==> config.mk <==
export PLATFORM = sky130hd
export DESIGN_NAME = m3inv_fifo
export DESIGN_NICKNAME = d
export VERILOG_FILES = /design/src/sv/m3inv_pkg.sv /design/src/sv/m3inv_fifo.sv
export SDC_FILE = /design/constraint.sdc
export NUM_CORES = 1
export LEC_CHECK = 0
export BUFFER_PORTS_ARGS = -buffer_cell sky130_fd_sc_hd__buf_4
export CAP_MARGIN = 20
export CELL_PAD_IN_SITES_DETAIL_PLACEMENT = 1
export CELL_PAD_IN_SITES_GLOBAL_PLACEMENT = 1
export CORE_AREA = 2 2 311 313
export DETAILED_ROUTE_END_ITERATION = 10
export DIE_AREA = 0 0 313 315
export PLACE_DENSITY_LB_ADDON = 0.1
export SETUP_SLACK_MARGIN = 0.1
export SLEW_MARGIN = 20
export SYNTH_ARGS = -nofsm -noshare
export SYNTH_HDL_FRONTEND = slang
export SYNTH_SLANG_ARGS = --single-unit
==> constraint.sdc <==
create_clock -name clock -period 24.8 [get_ports clock]
set_input_delay 6.2 -clock clock [delete_from_list [all_inputs] [get_ports clock]]
set_output_delay 6.2 -clock clock [all_outputs]
set_load 0.02 [all_outputs]
==> src/sv/m3inv_pkg.sv <==
`timescale 1ns / 1ps
package m3inv_pkg;

   localparam int ElemW    = 16;
   localparam int NumElem  = 9;
   localparam int ProdW    = 2 * ElemW;
   localparam int CofW     = ProdW + 1;
   localparam int DpW      = ElemW + CofW;
   localparam int DetW     = DpW + 1;
   localparam int FracSh   = 28;
   localparam int NumW     = CofW + FracSh;
   localparam int QBits    = 33;
   localparam int ResW     = 32;
   localparam int WideW    = DetW + QBits;
   localparam int FifoDep  = 4;
   localparam int FifoAw   = $clog2(FifoDep);

   // cofactor j = a[i0]*a[i1] - a[i2]*a[i3], elements numbered row-major
   typedef logic [3:0] idx_type;
   localparam idx_type CofIdx [NumElem][4] = '{
      '{4'd4, 4'd8, 4'd7, 4'd5},
      '{4'd7, 4'd2, 4'd1, 4'd8},
      '{4'd1, 4'd5, 4'd4, 4'd2},
      '{4'd6, 4'd5, 4'd3, 4'd8},
      '{4'd0, 4'd8, 4'd6, 4'd2},
      '{4'd3, 4'd2, 4'd0, 4'd5},
      '{4'd3, 4'd7, 4'd6, 4'd4},
      '{4'd6, 4'd1, 4'd0, 4'd7},
      '{4'd0, 4'd4, 4'd3, 4'd1}
   };

   typedef struct packed {
      logic [NumElem-1:0][CofW-1:0] cof;
      logic [DetW-1:0]              det;
   } work_type;

   function automatic logic signed [ProdW-1:0] mul_ee(logic signed [ElemW-1:0] x,
                                                      logic signed [ElemW-1:0] y);
      return x * y;
   endfunction

   function automatic logic signed [DpW-1:0] mul_ec(logic signed [ElemW-1:0] x,
                                                    logic signed [CofW-1:0] y);
      logic signed [DpW-1:0] xe;
      logic signed [DpW-1:0] ye;
      xe = DpW'(x);
      ye = DpW'(y);
      return xe * ye;
   endfunction

endpackage

==> src/sv/m3inv_fifo.sv <==
`timescale 1ns / 1ps
module m3inv_fifo (
   input  logic                clock,
   input  logic                reset,
   input  logic                in_valid,
   output logic                in_ready,
   input  m3inv_pkg::work_type in_word,
   output logic                out_valid,
   input  logic                out_ready,
   output m3inv_pkg::work_type out_word
);

   m3inv_pkg::work_type mem_ff [m3inv_pkg::FifoDep];
   logic [m3inv_pkg::FifoAw-1:0] wr_ff, rd_ff;
   logic [m3inv_pkg::FifoAw:0]   cnt_ff;
   logic push, pop;

   assign in_ready  = cnt_ff != (m3inv_pkg::FifoAw+1)'(m3inv_pkg::FifoDep);
   assign out_valid = cnt_ff != '0;
   assign push      = in_valid && in_ready;
   assign pop       = out_valid && out_ready;
   assign out_word  = mem_ff[rd_ff];

   always_ff @(posedge clock) begin
      if (reset) begin
         wr_ff  <= '0;
         rd_ff  <= '0;
         cnt_ff <= '0;
      end else begin
         if (push) wr_ff <= wr_ff + 1'b1;
         if (pop)  rd_ff <= rd_ff + 1'b1;
         if (push && !pop) begin
            cnt_ff <= cnt_ff + 1'b1;
         end else if (pop && !push) begin
            cnt_ff <= cnt_ff - 1'b1;
         end
      end
   end

   always_ff @(posedge clock) begin
      if (push) mem_ff[wr_ff] <= in_word;
   end

endmodule

After elaboration in Yosys (flattened, before gate mapping)
Memory sizes are Yosys's and may differ from the RTL's. A register that Yosys moved wholly into a read port is not among the register bits.
Cells that the tools add are included.
{"block": "totals", "in_bits": 351, "ramBits": 1388, "memories": 1, "latchBits": 0, "out_inout_bits": 349, "romBits": 0, "elab_cells": 23, "regBits": 7}
{"block": "op_classes", "n_reduce_logical": 8, "muxes": 6, "bitwise_logic": 0, "magnitude_cmp": 0, "n_shift": 0, "n_mul": 0, "n_div": 0, "addsub": 4, "n_eq_ne": 1}
{"name": "mem_ff", "depth": 4, "width": 347, "rd": 1, "rd_ports_with_merged_regs": 1, "write_ports": 1, "line_no": "m3inv_fifo.sv:13", "text": "m3inv_pkg::work_type mem_ff [m3inv_pkg::FifoDep];"}
{"op": "3-bit 2-to-1 mux", "n": 2}
{"op": "2-bit by 1-bit adder with 2-bit output (second input constant)", "n": 2}
{"op": "1-bit logical AND", "n": 4}
{"op": "2-bit 2-to-1 mux", "n": 2}
{"op": "3-bit by 1-bit adder with 3-bit output (second input constant)", "n": 1}
{"op": "3-bit inequality test (second input constant)", "n": 1}
{"op": "3-bit nonzero test", "n": 1}
{"op": "3-bit by 1-bit subtractor with 3-bit output (second input constant)", "n": 1}
{"op": "1-bit zero test", "n": 2}
{"op": "1-bit 2-to-1 mux", "n": 2}
{"op": "2-bit nonzero test", "n": 1}

Depth between registers and ports, before layout
{"block": "depth", "depth_word": 6, "ltp_mapped": 8, "ltp_nobuf": 8}

Worst setup path before layout
No wires, ideal clock.
{"block": "synth_path", "kind": "input -> register", "from": "input port in_valid", "to": "memory mem_ff[0][0] (netlist name), enable pin", "stages": 2, "arrival_time_ps": 14361, "required_ps": 24046, "slack_ps": 9685, "setup_time_ps": 754, "path_buffers": 0, "cell_sequence": "a21boi_2 and2_1"}
{"block": "synth_via", "elab_chain_len": 3}
{"element": "start: declaration", "line_no": "m3inv_fifo.sv:5", "text": "input logic in_valid,"}
{"element": "1-bit logical AND", "line_no": "m3inv_fifo.sv:20", "text": "assign push = in_valid && in_ready;"}
{"element": "1-bit 2-to-1 mux", "line_no": "m3inv_fifo.sv:41", "text": "if (push) mem_ff[wr_ff] <= in_word;"}
{"element": "1-bit 2-to-1 mux (implied by the code)", "line_no": "m3inv_fifo.sv:41"}
{"element": "end: declaration", "line_no": "m3inv_fifo.sv:13"}
No other way between the ends.

==> flow_summary.yaml <==
run_status:
  outcome: "finished, final reports clean"
floorplanning:
  die_w_um: 313
  floorplan.initialDensity_pct: 53.2
  die_h_um: 315
  placeableCoreArea_um2: 95700
  number_of_cell_rows: 114
  io_pins: 700
  die_area_um2: 98600
power:
  ir_drop_mv: 0.0874
  power_frac_comb_pct: 27.2
  power.density_cell_area_nw_per_um2: 111
  netSwitchingPower_mw: 1.97
  post-layout-total-power_mw: 6.84
  proportion_of_power_drawn_by_flip_flops_and_latches_pct: 43.0
  power.static_leakage_nw: 20.5
  part_of_the_power_in_the_clock_network_pct: 29.8
  internal_power_mw: 4.87
  switching_power_share_of_the_total_pct: 28.8
placed_design:
  placed_cells_incl_taps: 3781
  port_buffers: 699
  post_dp_hpwl_um: 74600
  place.gp.congestion: 0.783
  setup_slack_after_placement_ps: 14060
timing:
  final.min_clock_period_ps: 10890
  hold_slack_ps: 525
  worst_slack_ps: 13910
  grt_setup_unrepaired: "no"
  max_freq_mhz: 91.8
  timing_hold_violations_final: 0
  final.setup.tns_ps: 0
  transition_time_at_the_pin_with_the_least_slew_margin_ps: 1230
  fin_worst_skew_ps: 20.4
  setup_viol: 0
  relSlewSlack_pct: 17.7
  timing.final.crit_share_pct: 43.9
  final-max-slew-violation-count: 0
clocking:
  cts-htree-levels: 4
  cts.reportedPaths.clkPinSlew_ps: 60
  cts_buffers: 144
  postCtsHoldBufs: 0
  clkLatencyLatePin_ps: 730
  cts_setup_buffers: 0
  cts_tree: "built"
  cts.sink_count: 1397
  post_cts_resize_count: 0
  root_buffer: "sky130_fd_sc_hd__clkbuf_16"
  cts_max_path_buffers: 3
yosys:
  syn_nets: 2218
  synth-seq-cells: 1397
  netlist_instances: 1861
  syn-cell-area_um2: 50900
  yosys.cell_types.count: 25
  synth_async_sr_flop_share_pct: 0
  netlist.area_leader.share_pct: 81.9
  ys_top_cells_by_area: "sky130_fd_sc_hd__edfxtp_1 (82%), sky130_fd_sc_hd__mux4_2 (15%), sky130_fd_sc_hd__buf_12 (1.4%)"
  number_of_enable_flip_flop_cells_after_synthesis: 1388
  synth.yosys.warnings: 0
  syn-mean-instance-area_um2: 27.4
  biggest_area_consumer_among_synthesized_cells: "sky130_fd_sc_hd__edfxtp_1"
  synth_flop_type: "sky130_fd_sc_hd__edfxtp_1"
  synth.yosys.seq_area_share_pct: 82.2
worst_setup_path:
  worst-path-max-fanout: 111
  critical_path_arrival_ps: 4690
  worst_ep_required_time_ps: 18600
  element_type_at_the_critical_path_start: "register"
  critical_path.endpoint_type: "output port"
  path_class: "reg2out"
run:
  cap_viol_max_count: 0
drt:
  postRouteAntennaNets: 0
  avgRoutedWirePerCell_um: 29.1
  drt-initial-drc-count: 1863
  drt_pass1_iterations: 5
  drc: 0
  drt-vias-per-instance: 5.70
  detailroute.via_count: 23150
  routed_wl_um: 118000
grt:
  groute.usage.overall_pct: 24.1
  grt_most_used_layer: "met2"
  grt_first_pass_wirelength_um: 171000
  grt_util_met3_pct: 7.86
  grt_max_degree: 164
  vias_in_the_first_global_route: 24905
  grtUsageMet1_pct: 29.5
  grt_met2_usage_pct: 39.4
  grt_antenna_before_repair: 33
  globalRouteOverflowTotal: 0
cells_and_area:
  final_standard_cell_count_with_taps_included_and_fillers_excluded: 4058
  post_route_cells_drive_above_1_share_pct: 46.1
  mostFrequentLayoutCells: "sky130_fd_sc_hd__edfxtp_1 (1388), sky130_fd_sc_hd__buf_4 (715), sky130_fd_sc_hd__mux4_2 (347), sky130_fd_sc_hd__clkbuf_16 (152), sky130_fd_sc_hd__clkbuf_1 (31)"
  layout_commonest_cell: "sky130_fd_sc_hd__edfxtp_1"
  area_growth_pct: 21.1
  design.final.nets: 3011
worst_hold_path:
  worstHoldPathType: "reg2reg"
==> stage by stage <==
stage	util, %	area [um2]
after floorplan	-	50900
after global placement	59.6	57100
after detailed placement	59.6	57100
after CTS	64.3	61500
after global routing	64.4	61700
final	64.4	61700
==> cells in the mapped netlist, types with 2 or more instances <==
master,number
sky130_fd_sc_hd__clkbuf_1,5
sky130_fd_sc_hd__or3_1,2
sky130_fd_sc_hd__inv_1,3
sky130_fd_sc_hd__and2_1,4
sky130_fd_sc_hd__buf_2,35
sky130_fd_sc_hd__edfxtp_1,1388
sky130_fd_sc_hd__ha_1,5
sky130_fd_sc_hd__mux2i_1,2
sky130_fd_sc_hd__xor2_1,4
sky130_fd_sc_hd__dfxtp_1,9
sky130_fd_sc_hd__nand2b_1,2
sky130_fd_sc_hd__mux4_2,347
sky130_fd_sc_hd__nor2_1,8
sky130_fd_sc_hd__buf_12,36
==> cell type report <==
class / instances / area [um2]
Multi-Input combinational cell: 382 / 8100
Timing Repair Buffer: 726 / 5590
Clock buffer: 183 / 3920
Clock inverter: 69 / 519
Sequential cell: 1397 / 41900
Antenna cell: 22 / 55.1
Inverter: 3 / 11.3
Tap cell: 1276 / 1600
Fill cell: 7576 / 34100
==> final timing paths <==
kind	from	cells after the start	to	slack, ps
max reg2reg	cnt_ff[0]$_SDFFE_PP0P_	6	mem_ff[3][83]$_DFFE_PP_	20930
max	register	6	out_word[155]	13910
min reg2reg	wr_ff[1]$_SDFFE_PP0P_	2	wr_ff[1]$_SDFFE_PP0P_	530
min	wr_ff[1]$_SDFFE_PP0P_	2	wr_ff[1]$_SDFFE_PP0P_	530
==> layer usage <==
layer	wire (um)	share of wire [%]	vias up
met1	42500	36	12328
li1	-	-	9727
met2	61800	52	876
met3	9710	8.2	197
met4	4100	3.5	22
met5	149	0.13	-
==> critical path: stages, from the launching register on <==
cell and delay [ps]:
sky130_fd_sc_hd__dfxtp_4 560, sky130_fd_sc_hd__buf_16 300, sky130_fd_sc_hd__buf_12 690, sky130_fd_sc_hd__buf_6 690, sky130_fd_sc_hd__buf_4 670, sky130_fd_sc_hd__mux4_2 610, sky130_fd_sc_hd__buf_4 180
==> state kept, by name, summed over array words and instances (netlist names), named ones only <==
signal  cells
mem_ff   1388
cnt_ff      3
rd_ff       2
wr_ff       2
==> cells by family (layout without fill, tap and decap cells) <==
group                    after synthesis  after routing  synth area share [%]
flip-flops                          1397           1397                  82.2
multiplexers                         350            350                  15.4
buffers and inverters                 82            981                  1.89
AND/OR/NAND/NOR                       17             17                 0.165
adder cells (fa/ha/maj)                6              6                 0.162
AO/OA/AOI/OAI                          5              5                0.0737
XOR/XNOR                               4              4                0.0688
other                                  0             22                     0
==> power groups by stage <==
stage	registers [mW]	clock network [mW]	logic [mW]
after floorplan	3.04	0	1.23
after global placement	2.98	0	1.85
after detailed placement	3.01	0	1.86
after CTS	2.96	2.08	1.87
after global routing	2.96	2.16	1.96
final	2.94	2.04	1.86
No activity file was read; power rests on OpenSTA's default activity.
